File: src/design/ddays_pkg.sv
// Shared types, constants and calendar tables for the date difference block.
`default_nettype none

package ddays_pkg;

   // Field widths of the transactions.
   localparam int YEAR_W  = 16;
   localparam int MONTH_W = 4;
   localparam int DAY_W   = 5;
   localparam int DIST_W  = 25;

   // Divide-by-100 unit: year >> 2 is divided by 25 through a reciprocal multiply.
   localparam int QUART_W = YEAR_W - 2;
   localparam int QUOT_W  = 10;
   localparam int RECIP_W = 11;
   localparam int PROD_W  = 25;
   localparam int REM_W   = QUART_W + 1;
   localparam int RECIP_SHIFT = 15;

   localparam logic [RECIP_W-1:0] RECIP_25      = 11'd1310;
   localparam logic [REM_W-1:0]   DIVISOR_25    = 15'd25;
   localparam logic [8:0]         DAYS_PER_YEAR = 9'd365;

   // Calendar constants.
   localparam logic [MONTH_W-1:0] JANUARY         = 4'd1;
   localparam logic [MONTH_W-1:0] FEBRUARY        = 4'd2;
   localparam logic [MONTH_W-1:0] MONTHS_PER_YEAR = 4'd12;
   localparam logic [DAY_W-1:0]   FIRST_DAY       = 5'd1;
   localparam logic [DAY_W-1:0]   LEAP_FEB_DAYS   = 5'd29;
   localparam logic [DAY_W-1:0]   COMMON_FEB_DAYS = 5'd28;

   // Controller states.
   typedef enum logic [3:0] {
      ST_IDLE,
      ST_DIV_Y,
      ST_FIX_Y,
      ST_DIV_P,
      ST_FIX_P,
      ST_YEAR,
      ST_MONTH,
      ST_DIFF,
      ST_DONE
   } ddays_state_type;

   // Commands from the controller to the datapath.
   typedef struct packed {
      logic load;
      logic div_go;
      logic div_prev;
      logic fix_leap;
      logic fix_q;
      logic year_go;
      logic month_go;
      logic diff_go;
      logic sel;
   } ddays_cmd_type;

   // Length of a month; the month must already be clamped to 1..12.
   function automatic logic [DAY_W-1:0] month_days(input logic [MONTH_W-1:0] m,
                                                   input logic leap);
      logic [DAY_W-1:0] len;
      case (m) inside
         FEBRUARY:           len = leap ? LEAP_FEB_DAYS : COMMON_FEB_DAYS;
         4'd4, 4'd6, 4'd9, 4'd11: len = 5'd30;
         default:            len = 5'd31;
      endcase
      return len;
   endfunction

   // Days in the months before the given one, in a common year.
   function automatic logic [8:0] month_offset(input logic [MONTH_W-1:0] m);
      logic [8:0] off;
      case (m)
         4'd2:    off = 9'd31;
         4'd3:    off = 9'd59;
         4'd4:    off = 9'd90;
         4'd5:    off = 9'd120;
         4'd6:    off = 9'd151;
         4'd7:    off = 9'd181;
         4'd8:    off = 9'd212;
         4'd9:    off = 9'd243;
         4'd10:   off = 9'd273;
         4'd11:   off = 9'd304;
         4'd12:   off = 9'd334;
         default: off = 9'd0;
      endcase
      return off;
   endfunction

endpackage

`default_nettype wire

File: src/design/ddays_req_if.sv
// Request channel interface carrying the two dates.
`default_nettype none

interface ddays_req_if
   import ddays_pkg::*;
   ();
   logic               valid;
   logic               ready;
   logic [YEAR_W-1:0]  first_year;
   logic [MONTH_W-1:0] first_month;
   logic [DAY_W-1:0]   first_day;
   logic [YEAR_W-1:0]  second_year;
   logic [MONTH_W-1:0] second_month;
   logic [DAY_W-1:0]   second_day;

   modport source (
      output valid, first_year, first_month, first_day,
             second_year, second_month, second_day,
      input  ready
   );

   modport sink (
      input  valid, first_year, first_month, first_day,
             second_year, second_month, second_day,
      output ready
   );
endinterface

`default_nettype wire

File: src/design/ddays_rsp_if.sv
// Response channel interface carrying the day distance.
`default_nettype none

interface ddays_rsp_if
   import ddays_pkg::*;
   ();
   logic              valid;
   logic              ready;
   logic [DIST_W-1:0] day_distance;

   modport source (
      output valid, day_distance,
      input  ready
   );

   modport sink (
      input  valid, day_distance,
      output ready
   );
endinterface

`default_nettype wire

File: src/design/ddays_ctrl.sv
// Controller state machine that sequences the day ordinal computation.
`default_nettype none

module ddays_ctrl
   import ddays_pkg::*;
(
   input  wire logic          clock,
   input  wire logic          reset,
   input  wire logic          req_valid,
   output logic               req_ready,
   output logic               rsp_valid,
   input  wire logic          rsp_ready,
   output ddays_cmd_type      cmd
);

   ddays_state_type state_ff, state_in;
   logic            sel_ff, sel_in;

   // State and date select registers.
   always_ff @(posedge clock) begin
      if (reset) begin
         state_ff <= ST_IDLE;
         sel_ff   <= 1'b0;
      end else begin
         state_ff <= state_in;
         sel_ff   <= sel_in;
      end
   end

   // Next state: each date runs through the year and month steps in turn.
   always_comb begin
      state_in = state_ff;
      sel_in   = sel_ff;
      case (state_ff)
         ST_IDLE: begin
            if (req_valid) begin
               state_in = ST_DIV_Y;
               sel_in   = 1'b0;
            end
         end
         ST_DIV_Y: state_in = ST_FIX_Y;
         ST_FIX_Y: state_in = ST_DIV_P;
         ST_DIV_P: state_in = ST_FIX_P;
         ST_FIX_P: state_in = ST_YEAR;
         ST_YEAR:  state_in = ST_MONTH;
         ST_MONTH: begin
            if (sel_ff) begin
               state_in = ST_DIFF;
            end else begin
               state_in = ST_DIV_Y;
               sel_in   = 1'b1;
            end
         end
         ST_DIFF:  state_in = ST_DONE;
         ST_DONE: begin
            if (rsp_ready) begin
               state_in = ST_IDLE;
            end
         end
         default:  state_in = ST_IDLE;
      endcase
   end

   // Outputs: handshake signals and datapath commands.
   always_comb begin
      req_ready    = 1'b0;
      rsp_valid    = 1'b0;
      cmd          = '0;
      cmd.sel      = sel_ff;
      case (state_ff)
         ST_IDLE: begin
            req_ready = 1'b1;
            cmd.load  = req_valid;
         end
         ST_DIV_Y: cmd.div_go = 1'b1;
         ST_FIX_Y: cmd.fix_leap = 1'b1;
         ST_DIV_P: begin
            cmd.div_go   = 1'b1;
            cmd.div_prev = 1'b1;
         end
         ST_FIX_P: cmd.fix_q = 1'b1;
         ST_YEAR:  cmd.year_go = 1'b1;
         ST_MONTH: cmd.month_go = 1'b1;
         ST_DIFF:  cmd.diff_go = 1'b1;
         ST_DONE:  rsp_valid = 1'b1;
         default: begin
            req_ready = 1'b0;
         end
      endcase
   end

endmodule

`default_nettype wire

File: src/design/ddays_dp.sv
// Datapath: date registers, divide-by-100 unit, ordinal adders and distance.
`default_nettype none

module ddays_dp
   import ddays_pkg::*;
(
   input  wire logic               clock,
   input  wire ddays_cmd_type      cmd,
   input  wire logic [YEAR_W-1:0]  first_year,
   input  wire logic [MONTH_W-1:0] first_month,
   input  wire logic [DAY_W-1:0]   first_day,
   input  wire logic [YEAR_W-1:0]  second_year,
   input  wire logic [MONTH_W-1:0] second_month,
   input  wire logic [DAY_W-1:0]   second_day,
   output logic [DIST_W-1:0]       day_distance
);

   logic [YEAR_W-1:0]  y0_ff, y1_ff;
   logic [MONTH_W-1:0] m0_ff, m1_ff;
   logic [DAY_W-1:0]   d0_ff, d1_ff;
   logic [QUART_W-1:0] x_ff, x_in;
   logic [PROD_W-1:0]  prod_ff, prod_in;
   logic [QUOT_W-1:0]  q_ff;
   logic               leap_ff, leap_in;
   logic [DIST_W-1:0]  base_ff, base_in;
   logic [DIST_W-1:0]  ord0_ff, ord1_ff, ord_in;
   logic [DIST_W-1:0]  dist_ff, dist_in;

   logic [YEAR_W-1:0]  cur_y, prev_y, opnd;
   logic [MONTH_W-1:0] cur_m, mc;
   logic [DAY_W-1:0]   cur_d, dc, last;
   logic [QUOT_W-1:0]  q_est, q_fix;
   logic [REM_W-1:0]   rem;
   logic               rem_zero;

   // Operands of the date being worked on.
   always_comb begin
      cur_y  = cmd.sel ? y1_ff : y0_ff;
      cur_m  = cmd.sel ? m1_ff : m0_ff;
      cur_d  = cmd.sel ? d1_ff : d0_ff;
      prev_y = cur_y - 16'd1;
   end

   // Divide step one: quarter of the operand times the reciprocal of 25.
   always_comb begin
      opnd    = cmd.div_prev ? prev_y : cur_y;
      x_in    = opnd[YEAR_W-1:2];
      prod_in = PROD_W'(x_in) * PROD_W'(RECIP_25);
   end

   // Divide step two: the estimate is low by at most one, so one compare fixes it.
   always_comb begin
      q_est    = prod_ff[RECIP_SHIFT +: QUOT_W];
      rem      = REM_W'(x_ff) - REM_W'(q_est) * DIVISOR_25;
      q_fix    = (rem >= DIVISOR_25) ? q_est + 10'd1 : q_est;
      rem_zero = (rem == '0) || (rem == DIVISOR_25);
      leap_in  = (cur_y[1:0] == 2'b00) && (!rem_zero || (q_fix[1:0] == 2'b00));
   end

   // Days before January 1 of the year.
   always_comb begin
      if (cur_y == '0) begin
         base_in = '0;
      end else begin
         base_in = DIST_W'(cur_y) * DIST_W'(DAYS_PER_YEAR)
                 + DIST_W'(prev_y[YEAR_W-1:2])
                 + DIST_W'(q_ff[QUOT_W-1:2])
                 + DIST_W'(1)
                 - DIST_W'(q_ff);
      end
   end

   // Month and day clamped into range, then added to the year base.
   always_comb begin
      if (cur_m < JANUARY) begin
         mc = JANUARY;
      end else if (cur_m > MONTHS_PER_YEAR) begin
         mc = MONTHS_PER_YEAR;
      end else begin
         mc = cur_m;
      end
      last = month_days(mc, leap_ff);
      if (cur_d < FIRST_DAY) begin
         dc = FIRST_DAY;
      end else if (cur_d > last) begin
         dc = last;
      end else begin
         dc = cur_d;
      end
      ord_in = base_ff + DIST_W'(month_offset(mc))
             + DIST_W'(leap_ff && (mc > FEBRUARY))
             + DIST_W'(dc) - DIST_W'(1);
   end

   // Absolute difference of the two ordinals.
   always_comb begin
      dist_in = (ord0_ff >= ord1_ff) ? ord0_ff - ord1_ff : ord1_ff - ord0_ff;
   end

   // Datapath registers, each written under its command.
   always_ff @(posedge clock) begin
      if (cmd.load) begin
         y0_ff <= first_year;
         m0_ff <= first_month;
         d0_ff <= first_day;
         y1_ff <= second_year;
         m1_ff <= second_month;
         d1_ff <= second_day;
      end
      if (cmd.div_go) begin
         x_ff    <= x_in;
         prod_ff <= prod_in;
      end
      if (cmd.fix_leap) begin
         leap_ff <= leap_in;
      end
      if (cmd.fix_q) begin
         q_ff <= q_fix;
      end
      if (cmd.year_go) begin
         base_ff <= base_in;
      end
      if (cmd.month_go) begin
         if (cmd.sel) begin
            ord1_ff <= ord_in;
         end else begin
            ord0_ff <= ord_in;
         end
      end
      if (cmd.diff_go) begin
         dist_ff <= dist_in;
      end
   end

   assign day_distance = dist_ff;

endmodule

`default_nettype wire

File: src/design/date_difference_in_days.sv
// Each date takes six steps through the shared divide-by-100 unit and the ordinal
// adders, then one step forms the distance and the response is presented.
// A new request is taken only after the response transaction completes.
// Reset is synchronous and active high; it returns the controller to idle.
`default_nettype none

module date_difference_in_days
   import ddays_pkg::*;
(
   input  wire logic  clock,
   input  wire logic  reset,
   ddays_req_if.sink   req_chan,
   ddays_rsp_if.source rsp_chan
);

   ddays_cmd_type cmd;

   // Sequencing of the computation and the handshakes.
   ddays_ctrl u_ctrl (
      .clock     (clock),
      .reset     (reset),
      .req_valid (req_chan.valid),
      .req_ready (req_chan.ready),
      .rsp_valid (rsp_chan.valid),
      .rsp_ready (rsp_chan.ready),
      .cmd       (cmd)
   );

   // Arithmetic on the two dates.
   ddays_dp u_dp (
      .clock        (clock),
      .cmd          (cmd),
      .first_year   (req_chan.first_year),
      .first_month  (req_chan.first_month),
      .first_day    (req_chan.first_day),
      .second_year  (req_chan.second_year),
      .second_month (req_chan.second_month),
      .second_day   (req_chan.second_day),
      .day_distance (rsp_chan.day_distance)
   );

endmodule

`default_nettype wire

File: src/flat_wrapper.sv
// flat-port wrapper written by rule: the top's interface ports become plain ports
module date_difference_in_days_flat import ddays_pkg::*;
  (clock, reset, req_chan_valid, req_chan_first_year, req_chan_first_month, req_chan_first_day, req_chan_second_year, req_chan_second_month, req_chan_second_day, req_chan_ready, rsp_chan_valid, rsp_chan_day_distance, rsp_chan_ready);
  ddays_req_if req_chan_i ();
  ddays_rsp_if rsp_chan_i ();
  input  wire logic clock;
  input  wire logic reset;
  input wire logic [$bits(req_chan_i.valid)-1:0] req_chan_valid;
  input wire logic [$bits(req_chan_i.first_year)-1:0] req_chan_first_year;
  input wire logic [$bits(req_chan_i.first_month)-1:0] req_chan_first_month;
  input wire logic [$bits(req_chan_i.first_day)-1:0] req_chan_first_day;
  input wire logic [$bits(req_chan_i.second_year)-1:0] req_chan_second_year;
  input wire logic [$bits(req_chan_i.second_month)-1:0] req_chan_second_month;
  input wire logic [$bits(req_chan_i.second_day)-1:0] req_chan_second_day;
  output wire logic [$bits(req_chan_i.ready)-1:0] req_chan_ready;
  output wire logic [$bits(rsp_chan_i.valid)-1:0] rsp_chan_valid;
  output wire logic [$bits(rsp_chan_i.day_distance)-1:0] rsp_chan_day_distance;
  input wire logic [$bits(rsp_chan_i.ready)-1:0] rsp_chan_ready;
  assign req_chan_i.valid = req_chan_valid;
  assign req_chan_i.first_year = req_chan_first_year;
  assign req_chan_i.first_month = req_chan_first_month;
  assign req_chan_i.first_day = req_chan_first_day;
  assign req_chan_i.second_year = req_chan_second_year;
  assign req_chan_i.second_month = req_chan_second_month;
  assign req_chan_i.second_day = req_chan_second_day;
  assign req_chan_ready = req_chan_i.ready;
  assign rsp_chan_valid = rsp_chan_i.valid;
  assign rsp_chan_day_distance = rsp_chan_i.day_distance;
  assign rsp_chan_i.ready = rsp_chan_ready;
  date_difference_in_days u_core (.clock(clock), .reset(reset), .req_chan(req_chan_i), .rsp_chan(rsp_chan_i));
endmodule
File: config.mk
export PLATFORM = sky130hd
export DESIGN_NAME = date_difference_in_days_flat
export DESIGN_NICKNAME = d
export VERILOG_FILES = /design/src/design/ddays_pkg.sv /design/src/design/ddays_req_if.sv /design/src/design/ddays_rsp_if.sv /design/src/design/ddays_ctrl.sv /design/src/design/ddays_dp.sv /design/src/design/date_difference_in_days.sv /design/src/flat_wrapper.sv
export SDC_FILE = /design/constraint.sdc
export NUM_CORES = 1
export LEC_CHECK = 0
export BUFFER_PORTS_ARGS = -buffer_cell sky130_fd_sc_hd__buf_4
export CORE_ASPECT_RATIO = 2
export CORE_MARGIN = 10
export CORE_UTILIZATION = 45
export CTS_CLUSTER_DIAMETER = 200
export DETAILED_ROUTE_END_ITERATION = 12
export SYNTH_ARGS = -nofsm -noshare
export SYNTH_HDL_FRONTEND = slang
export SYNTH_HIERARCHICAL = 1
export SYNTH_SLANG_ARGS = --single-unit
File: constraint.sdc
create_clock -name clock -period 11.8 [get_ports clock]
set_clock_uncertainty 0.2 [all_clocks]
set_input_delay 0.59 -clock clock [delete_from_list [all_inputs] [get_ports clock]]
set_output_delay 0.59 -clock clock [all_outputs]
set_load 0.005 [all_outputs]
Word-level counts from Yosys, hierarchy flattened
Memories as Yosys holds them, arrays and structs flattened. Cells that the tools add are included.

Memory bits (writable): 0. Memory bits (read-only): 144. Bits in latches: 0. Logic and storage cells: 103. Output and inout bits: 27. Register bits: 204. Memories: 1. Input port bits: 54.

Memories: (name not given) (depth 16, width 9, read ports 1, clocked after memory_dff 0, write ports 0, line ddays_pkg.sv:73) `case (m)`.

Div/mod/pow operators: 0. Shift-type cells: 0. Reduce and logical (&&, ||, !) cells: 17. Order comparisons: 7. Equal/unequal tests: 16. Multiply operators: 3. Bitwise operators: 1. Multiplexer cells: 29. Add/subtract/negate cells: 13.

Operators by type and width (count): $sub A25 B25 Y25 (2); $pmux W4 S9 (1); $mux W16 (2); $add A25 B1 Y25 (1); $add A25 B1 Y25 const B (1); $add A25 B14 Y25 (1); $add A25 B5 Y25 (1); $add A25 B8 Y25 (1); $add A25 B9 Y25 (1); $ge A25 B25 Y1 (1); $mul A16 B9 Y25 const B (1); $mux W25 (1); $sub A25 B1 Y25 const B (1); $sub A25 B10 Y25 (1); $eq A4 B3 Y1 const B (6); $mul A14 B10 Y24 const B (1); $mux W4 (5); $logic_not A16 Y1 (1); $sub A16 B1 Y16 const B (1); $eq A15 B5 Y1 const B (1); $ge A15 B5 Y1 const B (1); $logic_not A15 Y1 (1); $mul A10 B5 Y15 const B (1); $mux W5 (3); other kinds (26) (49).

Longest topological paths before layout
Gate-level depths: netlist of the first run.

Depth in word-level cells: 13. Mapped depth: 33. Gate-level depth less buffers: 30.

Hierarchy
The synthesis of the first run kept the hierarchy.

By module, submodules not included: ddays_dp (area an instance 19979.2 sq um, times used 1, cells an instance 1952, sequential area each 5555.3 sq um); ddays_ctrl (area an instance 385.4 sq um, times used 1, cells an instance 42, sequential area each 100.1 sq um).

Worst setup path after synthesis of the first run
Ideal clock, no wire load.

Path type: register to register. From: reg u_core.u_ctrl.sel_ff. To: reg u_core.u_dp.prod_ff[23] (data pin). Library setup time: 0.262 ns. Stages on the path, launching flop included: 32. Arrival time: 7.695 ns. Buffers on the path: 4. Setup slack: 3.643 ns. Data required time: 11.338 ns. Clock period less this slack: 8.157 ns. Path through: dfxtp_1 buf_4 buf_2 buf_1 mux2i_1 ha_1 o21ai_0 a21boi_1 and2_0 clkbuf_1 nand2_1 xnor2_1 inv_1 fa_1 inv_1 ha_1 inv_1 fa_1 inv_1 fa_1 inv_1 fa_1 inv_1 ha_1 a21o_1 a21oi_1 a2bb2oi_1 o31a_1 o21ai_0 o41ai_2 o21bai_1 xor2_1.

Longest elaborated chain between the ends: 4.

Ends and longest elaborated chain: start: declaration (line ddays_ctrl.sv:17) `logic sel_ff, sel_in;`; start signal: assignment (line ddays_ctrl.sv:26) `sel_ff <= sel_in;`; $mux W16 * (line ddays_dp.sv:38) `cur_y = cmd.sel ? y1_ff : y0_ff;`; $sub A16 B1 Y16 (line ddays_dp.sv:41) `prev_y = cur_y - 16'd1;`; $mux W16 * (line ddays_dp.sv:46) `opnd = cmd.div_prev ? prev_y : cur_y;`; via u_core.u_dp.opnd[12] (line ddays_dp.sv:29) `logic [YEAR_W-1:0] cur_y, prev_y, opnd;`; $mul A14 B10 Y24 * (line ddays_dp.sv:48) `prod_in = PROD_W'(x_in) * PROD_W'(RECIP_25);`; via u_core.u_dp.prod_in[23] (line ddays_dp.sv:22) `logic [PROD_W-1:0] prod_ff, prod_in;`; end signal: assignment (line ddays_dp.sv:112) `prod_ff <= prod_in;`; end: declaration (line ddays_dp.sv:22).

Mark *: on every way through the listed nets, which the timed path passes. The rest lies on a longest branch. A chain may end at the register's enable or synchronous reset.

Worst setup path after layout of the first run
Same ends and word-level chain as after synthesis.

==> metrics, run 1 <==
Post-Synthesis Cells 1994; Clk Latency, worst-skew pair 0.46 ns; fillers 4211; vias in the first global route 14900; r2r setup slk 2.84 ns; register share of total power 0.168; first-pass GRT wire length 76.5 mm; filler-free cell count of the finished design 2645; antenna violations before repair 1; Clk pin slew, worst setup/hold paths 0.08 ns; # H-tree levels 4; CP Capture Type register; final WL 48.4 mm; Max Cap Viol 0; CP max stage delay 0.92 ns; asr flop ratio synth 0; critical path fanouts, max 32; synth warn 6; Slew HR 0.227; Setup TNS 0 ns; drc violations 0; gpl congestion 0.972; Clock Power Share 0.098; die height 321 um; Post-synth EDFFs 185; CP most frequent cell inv_1; Pre-antenna DRT Iters 5; Die ar. 54700 um2; CTS Root Buffer Type clkbuf_16; WL/cell 18.3 um; Via Count 14000; most area-hungry cell type in the Yosys netlist edfxtp_1; fin crit share 0.760; Final min period 8.96 ns; Combinational Power Share 0.734; Sink Count 190; commonest non-fill, non-tap cell in the layout inv_1; deepest clock path buffer count 2; switching power 2810 uW; register area share after synthesis 0.278; max frequency 112 MHz; # IOs 81; I/O Buffers 80; initial cell density of the core 0.454; Internal 3150 uW; Global Route Usage Sum 0.181; Post-Syn Nets 2545; Core Region 44900 um2; share of the synthesized area in the top cell type 0.273; Via density 5.28; unrepaired setup endpoints after global routing no; Yosys reg bits 190; cts hold-fix bufs 0; num rows 110; Hold Crit Class in2reg; kind of critical path reg2reg; post-CTS setup buffers 0; ANT cells 0; post-synthesis cell type count 94; DP Wirelength 41.9 mm; Switching Share 0.471; Max rail drop VDD 0.000232 V; Detail Route Antenna Nets 0; Die X 170 um; fraction of layout cells with a size suffix above 1 0.0791; Slowest-stage cell, CP dfxtp_2; # nets final 2623; predominant post-synthesis flop cell edfxtp_1; DRT iter0 DRCs 547; final hold violation count 0; # resized after CTS 0; Placed Instances 2613; status finished clean; grt ovf 0; highest-count cells in the layout ignoring fill and taps inv_1, ha_1, edfxtp_1; Worst Max-Slew Pin Slew 1.16 ns; final setup violating endpoints 0; cts bufs inserted 17; type of element launching the critical path register; final number of max-transition violations 0; Leak 0.0105 uW; syn avg cell area 10.2 um2; CTS tree yes; Arr. time, crit path 8.96 ns; PD cells 269 nW/um2; WP data required 11.80 ns; synth top area cells edfxtp_1, ha_1, fa_1; Area Growth Syn to Fin 8.85%; largest net degree at the start of global routing 51; Synth Cell Area 20400 um2
sequential cells by signal, summed over array words and instances (netlist names), 5 cells and up:
signal,count
u_core/u_dp/base_ff,25
u_core/u_dp/day_distance,25
u_core/u_dp/ord0_ff,25
u_core/u_dp/ord1_ff,25
u_core/u_dp/y0_ff,16
u_core/u_dp/y1_ff,16
u_core/u_dp/x_ff,14
u_core/u_dp/prod_ff,10
u_core/u_dp/q_ff,10
u_core/u_dp/d0_ff,5
u_core/u_dp/d1_ff,5
area by class of cell:
cell class              instances  area, um2  area share
multi-input cells            1343      12900       0.583
flip-flops and latches        190       5660       0.255
inverters                     422       1580      0.0715
repair buffers                 98        736      0.0332
well taps                     560        701      0.0316
clock buffers                  21        440      0.0199
clock inverters                11        135     0.00610
per-stage QoR:
step | cell area, um2 | hold WS (ns) | setup slack, ns | utilization | total power (uW)
2_1_floorplan | 20400 | 0.267 | 3.64 | - | 4460
3_3_place_gp | 21600 | 0.414 | 2.88 | 0.481 | 5320
3_5_place_dp | 21600 | 0.423 | 2.71 | 0.481 | 5410
4_1_cts | 22200 | 0.0803 | 2.69 | 0.494 | 6020
5_1_grt | 22200 | 0.0802 | 2.11 | 0.494 | 6690
6_report | 22200 | 0.103 | 2.84 | 0.494 | 5960
power by group through the flow:
stage          clock network, uW  registers, uW  logic [uW]
2_1_floorplan                  0            990        3470
3_3_place_gp                   0           1020        4310
3_5_place_dp                   0           1020        4390
4_1_cts                      598           1000        4420
5_1_grt                      628           1010        5050
6_report                     583           1000        4380
path summary, 6_finish.rpt:
path | startpoint | to | cells past startpoint
setup / recovery | u_core/u_ctrl/sel_ff | u_core/u_dp/prod_ff[23] | 27
setup reg to reg | u_core/u_ctrl/sel_ff | u_core/u_dp/prod_ff[23] | 27
hold reg to reg | u_core/u_ctrl/state_ff[0] | u_core/u_ctrl/state_ff[0] | 1
hold / removal | req_chan_first_year[11] | u_core/u_dp/y0_ff[11] | 1
cells by family (layout without fill, tap and decap cells):
| kind of cell | count (synthesis) | after routing | share of synthesized area |
|---|---|---|---|
| buffers and inverters | 461 | 552 | 0.0895 |
| adder cells (fa/ha/maj) | 497 | 497 | 0.363 |
| AND/OR/NAND/NOR | 340 | 340 | 0.0834 |
| AO/OA/AOI/OAI | 349 | 349 | 0.115 |
| flip-flops | 190 | 190 | 0.278 |
| XOR/XNOR | 111 | 111 | 0.0477 |
| multiplexers | 46 | 46 | 0.0234 |
synth_stat cells (11+ instances only):
cell and number:
mux2i_1 38, o21ai_1 12, nor3_1 30, nor2_1 110, nand4_1 14, nand3_1 29
ha_1 341, o21ai_0 45, a21oi_1 103, fa_1 156, buf_2 13, xor2_1 30
nand2_1 69, inv_1 419, a21o_1 43, nor2b_1 20, o21bai_1 23, xnor2_1 81
edfxtp_1 185, clkbuf_1 11, o21a_1 19, nand2b_1 11
routing by layer:
layer	share of wire	GRT usage
met3	0.018	0.0196
met1	0.31	0.149
met2	0.60	0.377
met5	0	0
met4	0.069	0.118
critical path, delay by kind of cell, from the launching register on:
kind                     cells  cell delay (ns)
AO/OA/AOI/OAI                9             2.23
buffers and inverters        6             0.48
adder cells (fa/ha/maj)      7             2.82
flip-flops                   1             0.92
XOR/XNOR                     2             0.76
multiplexers                 1             0.84
AND/OR/NAND/NOR              2             0.45
(Power assumes the default switching activity.)
==> run 2: changes to the inputs <==
clock period = 7.45 ns   (was 11.8 ns; I/O delays follow)
==> metrics, run 2 (synthesized netlist as in run 1, its figures left out) <==
Slowest-stage cell, CP fa_1; Area Growth Syn to Fin 13.0%; Via density 5.27 (about the same); CTS tree yes; final hold violation count 0 (unchanged); commonest non-fill, non-tap cell in the layout inv_1; Arr. time, crit path 7.05 ns (-1.91 ns); Post-Layout Inst Area 23000 um2 (+3.8%); Detail Route Antenna Nets 0 (unchanged); Setup TNS 0 ns (unchanged); Die ar. 54700 um2 (unchanged); Hold Crit Class in2reg; largest net degree at the start of global routing 51 (unchanged); Placement Cell Area 21900 um2 (+1.4%); cts bufs inserted 17 (unchanged); vias in the first global route 16000 (+7.2%); WP data required 7.46 ns (-4.34 ns); PD cells 418 nW/um2 (+55%); unrepaired setup endpoints after global routing no; Max rail drop VDD 0.000659 V (+180%); gpl congestion 0.917 (-5.7%); initial cell density of the core 0.454 (unchanged); Die X 170 um (unchanged); fin crit share 0.945 (+0.186); critical path fanouts, max 6 (-81%); deepest clock path buffer count 2 (unchanged); num rows 110 (unchanged); CP max stage delay 0.52 ns (-0.40 ns); Clk pin slew, worst setup/hold paths 0.08 ns (about the same); type of element launching the critical path register; final number of max-transition violations 0 (unchanged); final setup violating endpoints 0 (unchanged); Sink Count 190 (unchanged); first-pass GRT wire length 79.1 mm (+3.4%); CTS Root Buffer Type clkbuf_16; DP Wirelength 41.8 mm (-0.18%); WL/cell 17.9 um (-2.0%); final WL 49.0 mm (+1.1%); Worst Max-Slew Pin Slew 1.17 ns (+0.00893 ns); DRT iter0 DRCs 590 (+7.9%); CP most frequent cell inv_1; # H-tree levels 4 (unchanged); Via Count 14400 (+3.1%); Core Region 44900 um2 (unchanged); Global Route Usage Sum 0.185 (+0.00438); Max Cap Viol 0 (unchanged); grt ovf 0 (unchanged); post-CTS setup buffers 0 (unchanged); drc violations 0 (unchanged); CP Capture Type register; # nets final 2707 (+3.2%); Leak 0.0109 uW (+3.9%); Clk Latency, worst-skew pair 0.46 ns (about the same); post-place setup slack 0.0690 ns (-2.64 ns); antenna violations before repair 1 (unchanged); post-route setup slack 0.406 ns (-2.43 ns); status finished clean; die height 321 um (unchanged); kind of critical path reg2reg; Final min period 7.04 ns (-1.92 ns); highest-count cells in the layout ignoring fill and taps inv_1, ha_1, edfxtp_1; Slew HR 0.221 (-0.00595); fraction of layout cells with a size suffix above 1 0.0982 (+0.0191); I/O Buffers 80 (unchanged); # IOs 81 (unchanged); Pre-antenna DRT Iters 5 (unchanged); max frequency 142 MHz (+27%)
## run 2: path summary, 6_finish.rpt
| kind | from | end | slack, ns | depth (start not counted) |
|---|---|---|---|---|
| setup / recovery | u_core/u_ctrl/sel_ff | u_core/u_dp/prod_ff[23] | 0.41 | 29 |
| hold / removal | req_chan_first_year[13] | u_core/u_dp/y0_ff[13] | 0.43 | 2 |
| setup reg to reg | u_core/u_ctrl/sel_ff | u_core/u_dp/prod_ff[23] | 0.41 | 29 |
| hold reg to reg | u_core/u_ctrl/state_ff[0] | u_core/u_ctrl/state_ff[0] | 0.46 | 1 |
## run 2: what timing repair did
action                     in CTS  in global routing
hold endpoints to repair       54                  0
setup endpoints to repair       0                 21
hold buffers                   53                  0
resized for setup               0                  8
## run 2: area by class of cell
cell class / instances / area (um2)
Clock buffer: 17 / 425
Fill cell: 4111 / 21900
Multi-Input combinational cell: 1343 / 13000
Tap cell: 560 / 701
Sequential cell: 190 / 5660
Clock inverter: 15 / 148
Antenna cell: 1 / 2.50
Inverter: 422 / 1580
Timing Repair Buffer: 182 / 1500
## run 2: critical path: cells and delay by family, from the launching register on
family                     cells  cell delay (ns)
AOI/OAI and AO/OA              9             1.63
and+or+nand+nor                2             0.36
muxes                          1             0.43
adders and majority gates      7             2.76
xor gates and xnor gates       2             0.31
buffers and inverters          8             0.69
DFF                            1             0.43
## run 2: power by group
group / switching (uW) / leakage [uW] / internal [uW]
Clock: 460 / 0.000280 / 444
Combinational: 4060 / 0.00887 / 3060
Sequential: 83.3 / 0.00174 / 1510
## run 2: through the flow
stage | hold slack [ns] | std cells | util | total power (uW)
finish | 0.429 | 2730 | 0.513 | 9610
CTS | 0.399 | 2729 | 0.512 | 9680
global route | 0.423 | 2730 | 0.513 | 10700
global placement | 0.351 | 2644 | 0.488 | 8590
floorplan | 0.239 | 1994 | - | 7070
detailed placement | 0.352 | 2644 | 0.488 | 8710
## run 2: layer usage
metal | part of all wire | GRT usage | up-vias
li1 | - | - | 7049
met4 | 0.061 | 0.112 | 0
met2 | 0.62 | 0.397 | 254
met3 | 0.019 | 0.0200 | 135
met5 | 0 | 0 | -
met1 | 0.30 | 0.148 | 6959
==> run 3: changes to the inputs <==
RECOVER_POWER = 50   (was not set)
==> metrics, run 3 (synthesized netlist as in run 1, its figures left out) <==
Hold Crit Depth 1 (-1); unrepaired setup endpoints after global routing no; max frequency 142 MHz (about the same); combined area of the multi-input logic cells 12900 um2 (-0.31%); final number of max-transition violations 26 (+26); R2R depth 29 (unchanged); Arr. time, crit path 7.06 ns (about the same); Sink Count 190 (unchanged); Clk Latency, worst-skew pair 0.46 ns (about the same); Register Area 5660 um2 (unchanged); Setup TNS 0 ns (unchanged); drc violations 0 (unchanged); Slowest-stage cell, CP fa_1; Die X 170 um (unchanged); Die ar. 54700 um2 (unchanged); CP max stage delay 0.52 ns (about the same); WL/cell 17.9 um (about the same); deepest clock path buffer count 2 (unchanged); DP Wirelength 41.8 mm (unchanged); commonest non-fill, non-tap cell in the layout inv_1; CTS tree yes; antenna violations before repair 1 (unchanged); type of element launching the critical path register; CP Capture Type register; # nets final 2707 (unchanged); Slew HR -0.00699 (-0.228); Max rail drop VDD 0.000644 V (-2.3%); # IOs 81 (unchanged); Global Route Usage Sum 0.185 (unchanged); Design Power 9590 uW (-0.19%); DRT iter0 DRCs 508 (-14%); highest-count cells in the layout ignoring fill and taps inv_1, ha_1, edfxtp_1; Via density 5.28 (+0.10%); status finished with violations; Hold Crit Class reg2reg; largest net degree at the start of global routing 51 (unchanged); Worst Max-Slew Pin Slew 1.51 ns (+0.342 ns); Final min period 7.05 ns (+0.00121 ns); Pre-antenna DRT Iters 5 (unchanged); cts bufs inserted 17 (unchanged); failing checks max-capacitance violations, max-slew violations; final hold violation count 0 (unchanged); # H-tree levels 4 (unchanged); Leak 0.0108 uW (-0.87%); fillers 4132 (+0.51%); grt ovf 0 (unchanged); vias in the first global route 16000 (unchanged); final WL 49.0 mm (about the same); critical path fanouts, max 6 (unchanged); kind of critical path reg2reg; Max Cap Viol 1 (+1); die height 321 um (unchanged); first-pass GRT wire length 79.1 mm (unchanged); fin crit share 0.946 (about the same); final setup violating endpoints 0 (unchanged); gpl congestion 0.917 (unchanged); WP data required 7.46 ns (about the same); fraction of layout cells with a size suffix above 1 0.0871 (-0.0111); Detail Route Antenna Nets 0 (unchanged); CTS Root Buffer Type clkbuf_16; PD cells 419 nW/um2 (+0.28%); num rows 110 (unchanged); I/O Buffers 80 (unchanged); Core Region 44900 um2 (unchanged); initial cell density of the core 0.454 (unchanged); Clk pin slew, worst setup/hold paths 0.08 ns (about the same); CP most frequent cell inv_1; Area Growth Syn to Fin 12.5%; Via Count 14400 (+0.10%)
run 3: cell type report:
cell class,count,area share
diodes,1,0.000109
clock buffers,17,0.0186
clock inverters,15,0.00645
inverters,422,0.0692
multi-input cells,1343,0.565
flip-flops and latches,190,0.247
well taps,560,0.0306
repair buffers,182,0.0627
run 3: what timing repair did:
item	4_1_cts	5_1_grt
setup endpoints to repair	0	21
hold endpoints to repair	54	0
gates resized for setup	0	8
hold buffers	53	0
buffers inserted	0	0
run 3: worst max-delay path, delay by kind of cell (launching register included):
| kind | cells | cell delay (ns) |
|---|---|---|
| buf+inv | 8 | 0.69 |
| mux | 1 | 0.43 |
| fa+ha+maj | 7 | 2.76 |
| flops | 1 | 0.43 |
| compound gates | 9 | 1.63 |
| simple gates | 2 | 0.35 |
| xor+xnor | 2 | 0.31 |
run 3: through the flow:
stage	utilization	instance area, um2	setup slack [ns]	hold WS [ns]	cells
after global placement	0.488	21900	0.203	0.351	2644
after global routing	0.510	22900	0.00432	0.442	2730
final	0.510	22900	0.405	0.416	2730
after CTS	0.512	23000	0.0434	0.399	2729
after detailed placement	0.488	21900	0.0690	0.352	2644
after floorplan	-	20400	0.0499	0.239	1994
run 3: final timing paths:
path,to,from,slack [ns]
min,u_core/u_ctrl/state_ff[0],u_core/u_ctrl/state_ff[0],0.42
max reg2reg,u_core/u_dp/prod_ff[23],u_core/u_ctrl/sel_ff,0.40
min reg2reg,u_core/u_ctrl/state_ff[0],u_core/u_ctrl/state_ff[0],0.42
max,u_core/u_dp/prod_ff[23],u_core/u_ctrl/sel_ff,0.40
run 3: where the power goes:
| group | total, uW | leakage [uW] | switching (uW) | internal [uW] |
|---|---|---|---|---|
| Sequential | 1590 | 0.00174 | 81.8 | 1510 |
| Combinational | 7100 | 0.00877 | 4050 | 3050 |
| Clock | 904 | 0.000280 | 460 | 444 |
run 3: per-layer routing:
metal	up-vias	part of all wire	routed length, um	GRT usage
li1	7044	-	-	-
met1	6977	0.30	14800	0.148
met2	253	0.62	30200	0.397
met3	138	0.019	933	0.0200
met4	0	0.062	3030	0.112
met5	-	0	0	0
